`src/hdl/aqfp_pkg.sv`:
```
package aqfp_pkg;

   localparam logic [7:0] HDR_FIRST  = 8'h2C;
   localparam logic [7:0] HDR_SECOND = 8'hE4;

   localparam int DATA_COUNT = 6;

   localparam logic [1:0] STATUS_OK       = 2'd0;
   localparam logic [1:0] STATUS_BAD_SUM  = 2'd1;
   localparam logic [1:0] STATUS_ZERO_CO2 = 2'd2;

   typedef struct packed {
      logic [1:0]  frame_status;
      logic [15:0] tvoc_value;
      logic [15:0] formaldehyde_value;
      logic [15:0] co2_value;
   } result_type;

   typedef struct packed {
      logic       done;
      result_type result;
   } parse_out_type;

endpackage

```
`src/hdl/aqfp_if.sv`:
```
interface aqfp_req_if;
   logic       valid;
   logic       ready;
   logic [7:0] rx_byte;

   modport source (output valid, output rx_byte, input ready);
   modport sink (input valid, input rx_byte, output ready);
endinterface

interface aqfp_rsp_if;
   logic        valid;
   logic        ready;
   logic [1:0]  frame_status;
   logic [15:0] tvoc_value;
   logic [15:0] formaldehyde_value;
   logic [15:0] co2_value;

   modport source (output valid, output frame_status, output tvoc_value,
                   output formaldehyde_value, output co2_value, input ready);
   modport sink (input valid, input frame_status, input tvoc_value,
                 input formaldehyde_value, input co2_value, output ready);
endinterface

```
`src/hdl/aqfp_parse.sv`:
```
module aqfp_parse (
   input  logic                   clock,
   input  logic                   reset,
   input  logic                   byte_take,
   input  logic [7:0]             rx_byte,
   output aqfp_pkg::parse_out_type parse_out
);
   import aqfp_pkg::*;

   localparam logic [3:0] PHASE_HUNT  = 4'd0;
   localparam logic [3:0] PHASE_HDR   = 4'd1;
   localparam logic [3:0] PHASE_DATA  = 4'd2;
   localparam logic [3:0] PHASE_CHECK = 4'd8;

   logic [3:0]  phase_ff, phase_in;
   logic [7:0]  sum_ff, sum_in;
   logic [7:0]  pending_ff [DATA_COUNT];
   logic [15:0] tvoc_ff, tvoc_in;
   logic [15:0] ch2o_ff, ch2o_in;
   logic [15:0] co2_ff, co2_in;
   logic [2:0]  data_index;
   logic        store_data;
   logic [1:0]  status;

   assign data_index = 3'(phase_ff - PHASE_DATA);

   always_comb begin
      phase_in   = phase_ff;
      sum_in     = sum_ff;
      tvoc_in    = tvoc_ff;
      ch2o_in    = ch2o_ff;
      co2_in     = co2_ff;
      store_data = 1'b0;
      status     = STATUS_OK;
      parse_out.done = 1'b0;
      if (phase_ff == PHASE_HDR) begin
         if (rx_byte == HDR_SECOND) begin
            sum_in   = HDR_FIRST + HDR_SECOND;
            phase_in = PHASE_DATA;
         end else begin
            phase_in = PHASE_HUNT;
         end
      end else if (phase_ff >= PHASE_DATA && phase_ff < PHASE_CHECK) begin
         store_data = 1'b1;
         sum_in     = sum_ff + rx_byte;
         phase_in   = phase_ff + 4'd1;
      end else if (phase_ff == PHASE_CHECK) begin
         parse_out.done = 1'b1;
         if (sum_ff != rx_byte) begin
            status = STATUS_BAD_SUM;
         end else if (pending_ff[5] == 8'd0) begin
            status = STATUS_ZERO_CO2;
         end else begin
            tvoc_in = {pending_ff[0], pending_ff[1]};
            ch2o_in = {pending_ff[2], pending_ff[3]};
            co2_in  = {pending_ff[4], pending_ff[5]};
         end
         phase_in = PHASE_HUNT;
         sum_in   = 8'd0;
      end else begin
         phase_in = (rx_byte == HDR_FIRST) ? PHASE_HDR : PHASE_HUNT;
      end
      parse_out.result.frame_status       = status;
      parse_out.result.tvoc_value         = tvoc_in;
      parse_out.result.formaldehyde_value = ch2o_in;
      parse_out.result.co2_value          = co2_in;
   end

   always_ff @(posedge clock) begin
      if (reset) begin
         phase_ff <= PHASE_HUNT;
         sum_ff   <= 8'd0;
         tvoc_ff  <= 16'd0;
         ch2o_ff  <= 16'd0;
         co2_ff   <= 16'd0;
      end else if (byte_take) begin
         phase_ff <= phase_in;
         sum_ff   <= sum_in;
         tvoc_ff  <= tvoc_in;
         ch2o_ff  <= ch2o_in;
         co2_ff   <= co2_in;
      end
   end

   always_ff @(posedge clock) begin
      if (byte_take && store_data) begin
         pending_ff[data_index] <= rx_byte;
      end
   end

endmodule

```
`src/hdl/air_quality_frame_parser.sv`:
```
// Air quality sensor frame parser.
// req_chan carries one received byte per transfer. The block hunts for the
// header 0x2C 0xE4, collects six data bytes (TVOC, CH2O, CO2, high byte
// first) and a checksum byte, the 8-bit sum of header and data bytes.
// rsp_chan carries one result per checksum byte: the frame status and the
// latched readings; readings update only when the checksum matches and the
// CO2 low byte is nonzero. Other bytes produce no result.
// Latency: a result is valid on rsp_chan in the cycle after its checksum
// byte transfers. Throughput: one byte per cycle unless a held result stalls,
// set by the per-byte parser update and one output register.
// A new byte is taken while a result waits, as long as that result leaves
// in the same cycle; when the receiver stalls with a result held, req_chan
// ready drops until the result transfers.
// Reset (synchronous) returns to hunting, clears the checksum and the
// latched readings and empties the output register.
module air_quality_frame_parser (
   input  logic        clock,
   input  logic        reset,
   aqfp_req_if.sink    req_chan,
   aqfp_rsp_if.source  rsp_chan
);
   import aqfp_pkg::*;

   logic          byte_take;
   parse_out_type parse_out;
   logic          rsp_valid_ff, rsp_valid_in;
   result_type    rsp_data_ff;

   assign req_chan.ready = !rsp_valid_ff || rsp_chan.ready;
   assign byte_take      = req_chan.valid && req_chan.ready;

   aqfp_parse u_parse (
      .clock     (clock),
      .reset     (reset),
      .byte_take (byte_take),
      .rx_byte   (req_chan.rx_byte),
      .parse_out (parse_out)
   );

   assign rsp_valid_in = byte_take ? parse_out.done : (rsp_valid_ff && !rsp_chan.ready);

   always_ff @(posedge clock) begin
      if (reset) begin
         rsp_valid_ff <= 1'b0;
      end else begin
         rsp_valid_ff <= rsp_valid_in;
      end
   end

   always_ff @(posedge clock) begin
      if (byte_take && parse_out.done) begin
         rsp_data_ff <= parse_out.result;
      end
   end

   assign rsp_chan.valid              = rsp_valid_ff;
   assign rsp_chan.frame_status       = rsp_data_ff.frame_status;
   assign rsp_chan.tvoc_value         = rsp_data_ff.tvoc_value;
   assign rsp_chan.formaldehyde_value = rsp_data_ff.formaldehyde_value;
   assign rsp_chan.co2_value          = rsp_data_ff.co2_value;

endmodule
```
`src/flat_wrapper.sv`:
```
// flat-port wrapper written by rule: the top's interface ports become plain ports
module air_quality_frame_parser_flat import aqfp_pkg::*;
  (clock, reset, req_chan_valid, req_chan_rx_byte, req_chan_ready, rsp_chan_valid, rsp_chan_frame_status, rsp_chan_tvoc_value, rsp_chan_formaldehyde_value, rsp_chan_co2_value, rsp_chan_ready);
  aqfp_req_if req_chan_i ();
  aqfp_rsp_if rsp_chan_i ();
  input  logic clock;
  input  logic reset;
  input wire logic [$bits(req_chan_i.valid)-1:0] req_chan_valid;
  input wire logic [$bits(req_chan_i.rx_byte)-1:0] req_chan_rx_byte;
  output wire logic [$bits(req_chan_i.ready)-1:0] req_chan_ready;
  output wire logic [$bits(rsp_chan_i.valid)-1:0] rsp_chan_valid;
  output wire logic [$bits(rsp_chan_i.frame_status)-1:0] rsp_chan_frame_status;
  output wire logic [$bits(rsp_chan_i.tvoc_value)-1:0] rsp_chan_tvoc_value;
  output wire logic [$bits(rsp_chan_i.formaldehyde_value)-1:0] rsp_chan_formaldehyde_value;
  output wire logic [$bits(rsp_chan_i.co2_value)-1:0] rsp_chan_co2_value;
  input wire logic [$bits(rsp_chan_i.ready)-1:0] rsp_chan_ready;
  assign req_chan_i.valid = req_chan_valid;
  assign req_chan_i.rx_byte = req_chan_rx_byte;
  assign req_chan_ready = req_chan_i.ready;
  assign rsp_chan_valid = rsp_chan_i.valid;
  assign rsp_chan_frame_status = rsp_chan_i.frame_status;
  assign rsp_chan_tvoc_value = rsp_chan_i.tvoc_value;
  assign rsp_chan_formaldehyde_value = rsp_chan_i.formaldehyde_value;
  assign rsp_chan_co2_value = rsp_chan_i.co2_value;
  assign rsp_chan_i.ready = rsp_chan_ready;
  air_quality_frame_parser u_core (.clock(clock), .reset(reset), .req_chan(req_chan_i), .rsp_chan(rsp_chan_i));
endmodule
```
`config.mk`:
```
export PLATFORM = sky130hd
export DESIGN_NAME = air_quality_frame_parser_flat
export DESIGN_NICKNAME = d
export VERILOG_FILES = /design/src/hdl/aqfp_pkg.sv /design/src/hdl/aqfp_if.sv /design/src/hdl/aqfp_parse.sv /design/src/hdl/air_quality_frame_parser.sv /design/src/flat_wrapper.sv
export SDC_FILE = /design/constraint.sdc
export NUM_CORES = 1
export LEC_CHECK = 0
export ABC_AREA = 1
export BUFFER_PORTS_ARGS = -buffer_cell sky130_fd_sc_hd__buf_2
export CORE_MARGIN = 2
export CORE_UTILIZATION = 30
export CTS_BUF_LIST = sky130_fd_sc_hd__clkbuf_2
export DETAILED_ROUTE_END_ITERATION = 16
export PLACE_DENSITY = 0.54
export SYNTH_ARGS = -nofsm -noshare
export SYNTH_HDL_FRONTEND = slang
export SYNTH_SLANG_ARGS = --single-unit
```
`constraint.sdc`:
```
create_clock -name clock -period 3.9 [get_ports clock]
set_input_delay 0.78 -clock clock [delete_from_list [all_inputs] [get_ports clock]]
set_output_delay 0.78 -clock clock [all_outputs]
set_load 0.005 [all_outputs]
```
==> impl_metrics.csv, run 1 <==
group,metric,value,unit
worst_setup_path,critPathArrivalTime,2.81,ns
pwr,power_report.internal_total,2.08,mW
clock_network,cts.reportedPaths.clkPinSlew,0.23,ns
drt,ant_nets,0,
hold_path,min_delay_worst_type,"in2reg",
flow_run,number_of_maximum_capacitance_violations,0,
pwr,power.share.clock,26.1,%
timing,setup_repair_after_global_routing_missed_its_margin,"no",
worst_setup_path,critical-path-max-stage-delay,0.52,ns
clock_network,post_cts_resized,0,
pwr,fin_total_pwr,2.76,mW
clock_network,clockRootBuffer,"sky130_fd_sc_hd__clkbuf_2",
clock_network,cts.sink_count,159,
pwr,power.leakage,3.58,nW
synth,post_synth_num_cell_types,27,
worst_setup_path,worstSetupEndpointType,"register",
timing,max_freq,417,MHz
clock_network,cts_post_setup_buffers_inserted,0,
cells_and_area,utilization,34.0,%
timing,timing_hold_violations_final,0,
timing,post-route-period-util,61.6,%
pwr,power.density,359,nW/µm²
worst_setup_path,timing.setup.critical_path_class,"reg2reg",
synth,synthesized_area_divided_by_synthesized_cell_count,9.16,µm²
drt,remaining_drc_errors,0,
pwr,comb_power_share,7.4,%
worst_setup_path,crit_chain,"inv_1 > ha_1 > nand3_1 > nand2_1 > nor2_2 > inv_1 > nor3_1 > buf_4",
place,pre_cts_ws,1.04,ns
worst_setup_path,worst_ep_required_time,4.31,ns
pwr,switching_share,24.7,%
clock_network,cts_hold_repair.buffers,0,
drt,post_drt_wl_per_cell,13.6,µm
clock_network,clk-insertion-delay-late,0.71,ns
worst_setup_path,crit_path_max_fo,8,
grt,grt_util_all_layers,12.9,%
cells_and_area,layout-drive-gt1-share,17.2,%
drt,postRouteWirelength,15.2,mm
synth,syn_area,6940,µm²
cells_and_area,fillCellCount,2325,
floorplanning,floorplan.initialDensity,30.6,%
drt,post_detailed_route_via_to_cell_ratio,4.36,
synth,synth_cells,757,
grt,first_global_vias,4504,
timing,holdWs,0.331,ns
floorplanning,core,22600,µm²
cells_and_area,fin_cells,1118,
worst_setup_path,crit_path_top_delay_cell,"sky130_fd_sc_hd__dfxtp_1",
timing,min_period,2.40,ns
drt,vias,4878,
synth,ys_warn_count,0,
timing,setup_violations,0,
clock_network,number_of_buffers_added_by_the_clock_tree_synthesis_step,17,
timing,setup_tns,0,ns
place,dp_hpwl,9.81,mm
pwr,pwr-share-seq,66.5,%
synth,seq_area_frac_synth,60.0,%
place,post-place-cells,1085,
floorplanning,die_area,24400,µm²
floorplanning,die_w,156,µm
synth,synth_fp_nets,780,
cells_and_area,design_area_final,7690,µm²
floorplanning,die_height,156,µm
cells_and_area,syn2layout_area_growth,10.8,%
pwr,power.ir.vdd_worst,0.127,mV
grt,grt_overflow_total,0,
status,status,"complete, no violations",
drt,dr.first_iter.drc_count,331,
clock_network,tritoncts,"built",
place,placedInstanceArea,7530,µm²
clock_network,max-clock-path-buffers,2,
timing,timing_max_transition_violations_final,0,
worst_setup_path,cp-start-kind,"register",
cells_and_area,nNetsFinal,842,
timing,clock-skew-final,0.0392,ns
grt,grt_pass1_wl,24.0,mm
floorplanning,rows,55,
timing,relSlewSlack,37.4,%
clock_network,cts.htree.levels,4,
timing,timing_worst_slew_pin_value,0.939,ns
cells_and_area,sequential_cell_area,4160,µm²
floorplanning,io_pins,64,
synth,synth_seq_cells,159,
pwr,switching_power,0.681,mW
place,port_buffer_count,63,
timing,final_worst_slack,1.50,ns
grt,grt_start_max_net_pins,54,
worst_setup_path,crit_path_frequent_cell,"sky130_fd_sc_hd__inv_1",
place,globalplace.congestion,0.814,
drt,drtPass1Iterations,5,
cells_and_area,area_of_the_multi_input_gates,2250,µm²
grt,antenna_found_initial,2,
[cell usage in the layout (no fill, tap or decap), types with 2 or more instances in the layout]
| master | n |
|---|---|
| sky130_fd_sc_hd__a21oi_1 | 15 |
| sky130_fd_sc_hd__buf_2 | 63 |
| sky130_fd_sc_hd__buf_4 | 13 |
| sky130_fd_sc_hd__clkbuf_2 | 28 |
| sky130_fd_sc_hd__clkinv_2 | 3 |
| sky130_fd_sc_hd__dfxtp_1 | 61 |
| sky130_fd_sc_hd__edfxtp_1 | 98 |
| sky130_fd_sc_hd__ha_1 | 10 |
| sky130_fd_sc_hd__inv_1 | 81 |
| sky130_fd_sc_hd__inv_2 | 4 |
| sky130_fd_sc_hd__nand2_1 | 204 |
| sky130_fd_sc_hd__nand2_2 | 2 |
| sky130_fd_sc_hd__nand3_1 | 80 |
| sky130_fd_sc_hd__nand3_2 | 22 |
| sky130_fd_sc_hd__nand4_1 | 6 |
| sky130_fd_sc_hd__nor2_1 | 115 |
| sky130_fd_sc_hd__nor2_2 | 3 |
| sky130_fd_sc_hd__nor2_4 | 3 |
| sky130_fd_sc_hd__nor3_1 | 7 |
| sky130_fd_sc_hd__o21ai_0 | 6 |
| sky130_fd_sc_hd__xnor2_1 | 2 |
[area by class of cell]
cell class	instances	area share [%]
Antenna cell	1	0.0325
Tap cell	285	4.64
Clock buffer	28	1.82
Timing Repair Buffer	77	5.63
Inverter	85	4.15
Multi-Input combinational cell	479	29.3
Clock inverter	4	0.244
Sequential cell	159	54.2
[cells in the mapped netlist]
library cell | n | area (µm²)
sky130_fd_sc_hd__nand3_2 | 22 | 220
sky130_fd_sc_hd__buf_12 | 2 | 40.0
sky130_fd_sc_hd__xnor2_1 | 2 | 17.5
sky130_fd_sc_hd__nor3_1 | 7 | 35.0
sky130_fd_sc_hd__dfxtp_1 | 61 | 1220
sky130_fd_sc_hd__nor2_2 | 3 | 18.8
sky130_fd_sc_hd__nor2_1 | 116 | 435
sky130_fd_sc_hd__buf_6 | 4 | 45.0
sky130_fd_sc_hd__nand4_1 | 6 | 37.5
sky130_fd_sc_hd__edfxtp_1 | 98 | 2940
sky130_fd_sc_hd__inv_2 | 3 | 11.3
sky130_fd_sc_hd__fa_1 | 1 | 20.0
sky130_fd_sc_hd__nand2_1 | 205 | 769
sky130_fd_sc_hd__inv_1 | 82 | 308
sky130_fd_sc_hd__a22oi_1 | 1 | 7.51
sky130_fd_sc_hd__buf_4 | 1 | 7.51
sky130_fd_sc_hd__buf_1 | 4 | 15.0
sky130_fd_sc_hd__nor2_4 | 2 | 22.5
sky130_fd_sc_hd__xnor2_2 | 1 | 16.3
sky130_fd_sc_hd__nand2_2 | 1 | 6.26
sky130_fd_sc_hd__a21boi_0 | 1 | 7.51
sky130_fd_sc_hd__nand3_1 | 80 | 400
sky130_fd_sc_hd__clkbuf_1 | 11 | 41.3
sky130_fd_sc_hd__buf_2 | 12 | 60.1
sky130_fd_sc_hd__a21oi_1 | 15 | 75.1
sky130_fd_sc_hd__ha_1 | 10 | 125
sky130_fd_sc_hd__o21ai_0 | 6 | 30.0
[final timing paths]
kind                                    from                              end  cells past startpoint  slack (ns)
setup / recovery  u_core.u_parse.phase_ff[1]  u_core.u_parse.pending_ff[2][3]                      8        1.50
hold / removal                rsp_chan_ready            u_core.rsp_chan.valid                      4        0.33
setup reg to reg  u_core.u_parse.phase_ff[1]  u_core.u_parse.pending_ff[2][3]                      8        1.50
hold reg to reg     u_core.u_parse.sum_ff[4]         u_core.u_parse.sum_ff[4]                      2        0.49
[kinds of logic after synthesis]
kind of cell,after synthesis,share of synthesized area [%]
AO/OA/AOI/OAI,23,1.73
XOR/XNOR,3,0.487
adder cells (fa/ha/maj),11,2.09
buffers and inverters,119,7.61
flip-flops,159,60.0
AND/OR/NAND/NOR,442,28.0
[per-layer routing]
metal | global-route usage [%] | up-vias | wire [µm] | share of wire [%]
met5 | 0 | - | 0 | 0
li1 | - | 2560 | - | -
met2 | 20.3 | 88 | 7140 | 47
met1 | 17.5 | 2222 | 7300 | 48
met3 | 2.75 | 8 | 645 | 4.2
met4 | 4.63 | 0 | 99 | 0.65
[power groups by stage]
stage	Combinational (mW)	Sequential, mW	Clock [mW]
2_1_floorplan	0.158	1.87	0
3_3_place_gp	0.204	1.87	0
3_5_place_dp	0.207	1.87	0
4_1_cts	0.208	1.84	0.763
5_1_grt	0.241	1.84	0.826
6_report	0.206	1.83	0.720
[flip-flops by register name (all words and copies together), names as in the netlist, 2 cells and up]
register                            cells
u_core.rsp_chan.frame_status            2
u_core.rsp_chan.formaldehyde_value     16
u_core.rsp_chan.tvoc_value             16
u_core.u_parse.phase_ff                 4
u_core.rsp_chan.co2_value              16
u_core.u_parse.sum_ff                   8
u_core.u_parse.pending_ff              48
u_core.u_parse.co2_ff                  16
u_core.u_parse.tvoc_ff                 16
u_core.u_parse.ch2o_ff                 16
[worst max-delay path, delay by kind of cell, from the launching register on]
family | cells | cell delay, ns
buffers and inverters | 3 | 0.49
DFF | 1 | 0.52
adders and majority gates | 1 | 0.20
and+or+nand+nor | 4 | 0.88
Note: power is estimated with default switching activity, not from simulation.
==> inputs of run 2 (changes only) <==
ABC_AREA = 0   (was 1)
PLACE_DENSITY = 0.56   (was 0.54)
clock period = 2.2 ns   (was 3.9 ns; I/O delays follow)
==> impl_metrics.csv, run 2 <==
group,metric,value,unit
clock_network,max-clock-path-buffers,2,
cells_and_area,syn2layout_area_growth,24.9,%
synth,synth_cells,446,
cells_and_area,fin_cells,845,
pwr,power.density,658,nW/µm²
flow_run,number_of_maximum_capacitance_violations,0,
synth,syn_area,6290,µm²
timing,setup_repair_after_global_routing_missed_its_margin,"yes",
hold_path,min_delay_worst_type,"in2reg",
clock_network,cts.reportedPaths.clkPinSlew,0.25,ns
place,dp_hpwl,8.98,mm
cells_and_area,sequential_cell_area,4170,µm²
timing,min_period,2.38,ns
cells_and_area,final_cell_mix,"sky130_fd_sc_hd__edfxtp_1, sky130_fd_sc_hd__nor2_1, sky130_fd_sc_hd__buf_2",
hold_path,holdPathEnd,"u_core.u_parse.pending_ff[1][7]",
timing,clock-skew-final,0.0413,ns
synth,netlist_top_cells_area,"sky130_fd_sc_hd__edfxtp_1, sky130_fd_sc_hd__dfxtp_1, sky130_fd_sc_hd__mux2i_1, sky130_fd_sc_hd__mux2_2, sky130_fd_sc_hd__nor2_1",
grt,global_route.usage.met2,22.0,%
clock_network,clk-insertion-delay-late,0.72,ns
drt,ant_nets,0,
timing,timing_max_transition_violations_final,0,
place,globalplace.congestion,0.858,
pwr,power.leakage,3.27,nW
timing,setup_violations,96,
worst_setup_path,crit_chain,"ha_4 > or4_4 > nor4_4 > buf_4 > o21ai_4 > buf_12 > mux2_4",
drt,postRouteWirelength,14.6,mm
cells_and_area,most_common_cell_after_layout_fill_and_taps_aside,"sky130_fd_sc_hd__edfxtp_1",
synth,synth_largest_area_cell,"sky130_fd_sc_hd__edfxtp_1",
timing,timing_hold_violations_final,0,
place,post-place-cells,798,
cells_and_area,area_of_the_multi_input_gates,2110,µm²
timing,post-route-period-util,108,%
synth,synth_fp_nets,469,
drt,remaining_drc_errors,0,
synth,synth_top_area_share,46.8,%
cells_and_area,utilization,38.5,%
hold_path,min_delay_path_depth,2,
worst_setup_path,r2r_end,"u_core.rsp_chan.tvoc_value[15]",
hold_path,timing.hold.worst.start,"req_chan_rx_byte[7]",
floorplanning,die_height,149,µm
worst_setup_path,reg2reg_from,"u_core.u_parse.sum_ff[5]",
drt,dr.first_iter.drc_count,206,
grt,grt_util_all_layers,13.3,%
timing,final_worst_slack,-0.181,ns
clock_network,number_of_buffers_added_by_the_clock_tree_synthesis_step,17,
synth,ys_warn_count,0,
synth,yosys_most_used_dff,"sky130_fd_sc_hd__edfxtp_1",
cells_and_area,largest_register,"u_core.u_parse.pending_ff",
timing,timing_worst_slew_pin_value,0.431,ns
worst_setup_path,worst_ep_required_time,2.69,ns
timing,relSlewSlack,71.3,%
grt,grt_start_max_net_pins,51,
drt,post_detailed_route_via_to_cell_ratio,4.72,
worst_setup_path,buffers_inverters_on_critical_path,2,
timing,max_freq,420,MHz
synth,synth_seq_cells,159,
worst_setup_path,r2r_setup_slack,-0.18,ns
floorplanning,floorplan.initialDensity,30.8,%
cells_and_area,design_area_final,7860,µm²
drt,vias,3987,
synth,synth-edff-count,98,
grt,grt_overflow_total,0,
drt,drtPass1Iterations,4,
status,failing_checks,"negative setup slack",
worst_setup_path,worstSetupEndpointType,"register",
clock_network,clockRootBuffer,"sky130_fd_sc_hd__clkbuf_2",
clock_network,cts.sink_count,159,
grt,grt_pass1_wl,22.2,mm
grt,gr-usage-met3,3.15,%
synth,seq_area_frac_synth,66.2,%
worst_setup_path,critPathArrivalTime,2.87,ns
status,status,"finished, violations left",
grt,first_global_vias,4026,
cells_and_area,layout-drive-gt1-share,37.0,%
worst_setup_path,timing.critical_path.max_delay_family,"simple AND/OR/NAND/NOR gates",
worst_setup_path,critical-path-max-stage-delay,0.55,ns
floorplanning,rows,52,
cells_and_area,largest_reg_flops,48,
grt,antenna_found_initial,0,
pwr,power.ir.vdd_worst,0.300,mV
place,placedInstanceArea,7260,µm²
floorplanning,core,20400,µm²
synth,synthArstFlopShare,0,%
cells_and_area,fillCellCount,1960,
clock_network,cts.htree.levels,4,
floorplanning,io_pins,64,
synth,synthesized_area_divided_by_synthesized_cell_count,14.1,µm²
drt,post_drt_wl_per_cell,17.2,µm
grt,met1_usage,17.3,%
clock_network,tritoncts,"built",
worst_setup_path,crit_path_max_fo,33,
timing,setup_tns,-9.95,ns
synth,yosysMostFrequentCell,"sky130_fd_sc_hd__edfxtp_1",
worst_setup_path,cp-start-kind,"register",
cells_and_area,nNetsFinal,585,
worst_setup_path,crit_path_top_delay_cell,"sky130_fd_sc_hd__or4_4",
place,port_buffer_count,63,
synth,post_synth_num_cell_types,50,
synth,ys_top_cells_by_count,"sky130_fd_sc_hd__edfxtp_1, sky130_fd_sc_hd__nor2_1, sky130_fd_sc_hd__dfxtp_1",
floorplanning,die_area,22200,µm²
place,pre_cts_ws,-0.486,ns
cells_and_area,antennaDiodeCount,0,
worst_setup_path,timing.setup.critical_path_class,"reg2reg",
floorplanning,die_w,149,µm
grt,top_usage_layer,"met2",
worst_setup_path,worst_reg2reg_path_depth,7,
[run 2: cell types whose count changed after synthesis, moves of 7 or more]
| cell | before | now |
|---|---|---|
| sky130_fd_sc_hd__inv_1 | 82 | 5 |
| sky130_fd_sc_hd__a32oi_1 | 0 | 8 |
| sky130_fd_sc_hd__nand3_2 | 22 | 0 |
| sky130_fd_sc_hd__a21oi_1 | 15 | 7 |
| sky130_fd_sc_hd__mux2_4 | 0 | 10 |
| sky130_fd_sc_hd__mux2_2 | 0 | 28 |
| sky130_fd_sc_hd__or4_1 | 0 | 7 |
| sky130_fd_sc_hd__nand2_1 | 205 | 10 |
| sky130_fd_sc_hd__nand3_1 | 80 | 5 |
| sky130_fd_sc_hd__buf_2 | 12 | 4 |
| sky130_fd_sc_hd__nor2_1 | 116 | 65 |
| sky130_fd_sc_hd__a22o_1 | 0 | 8 |
| sky130_fd_sc_hd__mux2i_1 | 0 | 40 |
[run 2: kinds of logic (layout without fill, tap and decap cells)]
group           count (synthesis)  count (layout)  share of synthesized area (%)
compound gates                 54              54                           6.28
buf+inv                        27             156                           2.23
flops                         159             159                           66.2
simple gates                  113             113                           8.63
xor+xnor                        2               2                          0.278
fa+ha+maj                      11              11                           2.31
mux                            80              80                           14.1
[run 2: power breakdown]
group / internal (mW) / switching [mW]
clock network: 0.587 / 1.17
logic: 0.0969 / 0.148
registers: 3.16 / 0.00876
total: 3.84 / 1.33
[run 2: per-layer routing]
| layer | routed length [µm] | vias to the layer above |
|---|---|---|
| met5 | 0 | - |
| met3 | 893 | 6 |
| li1 | - | 1904 |
| met2 | 7280 | 101 |
| met1 | 6280 | 1976 |
| met4 | 96 | 0 |
[run 2: layout make-up]
| cell class | count | share of cell area [%] |
|---|---|---|
| sequential | 159 | 53.0 |
| tap | 270 | 4.30 |
| multi-input combinational | 260 | 26.8 |
| clock buffer | 17 | 1.08 |
| inverter | 5 | 0.286 |
| timing repair buffer | 119 | 12.0 |
| clock inverter | 15 | 2.51 |
[run 2: per-stage QoR]
stage	hold slack [ns]	total power, mW
floorplan	0.436	3.34
global placement	0.452	3.46
detailed placement	0.467	3.46
CTS	0.0250	5.22
global route	0.0000320	5.38
finish	0.122	5.17
[run 2: repair_timing]
| action | 4_1_cts | 5_1_grt |
|---|---|---|
| pin swaps | 2 | 3 |
| endpoints found under the hold margin | 2 | 0 |
| gates cloned | 4 | 3 |
| setup buffers | 5 | 4 |
| hold buffers | 1 | 0 |
| resized for setup | 7 | 13 |
| setup endpoints to repair | 96 | 117 |
[run 2: worst max path at each step]
stage | start | end | slack (ns) | depth (start not counted)
floorplan | req_chan_rx_byte[5] | u_core.rsp_chan.co2_value[10] | -0.45 | 7
global placement | req_chan_rx_byte[5] | u_core.rsp_chan.co2_value[8] | -0.47 | 7
detailed placement | req_chan_rx_byte[5] | u_core.rsp_chan.co2_value[14] | -0.49 | 7
CTS | u_core.u_parse.sum_ff[5] | u_core.rsp_chan.tvoc_value[15] | -0.20 | 7
global route | u_core.u_parse.sum_ff[5] | u_core.rsp_chan.tvoc_value[15] | -0.27 | 7
finish | u_core.u_parse.sum_ff[5] | u_core.rsp_chan.tvoc_value[15] | -0.18 | 7
[run 2: worst register-to-register path: cells and delay by family, from the launching register on]
family	cells	cell delay, ns
simple gates	2	0.79
mux	1	0.33
buf+inv	2	0.36
flops	1	0.40
compound gates	1	0.06
fa+ha+maj	1	0.24
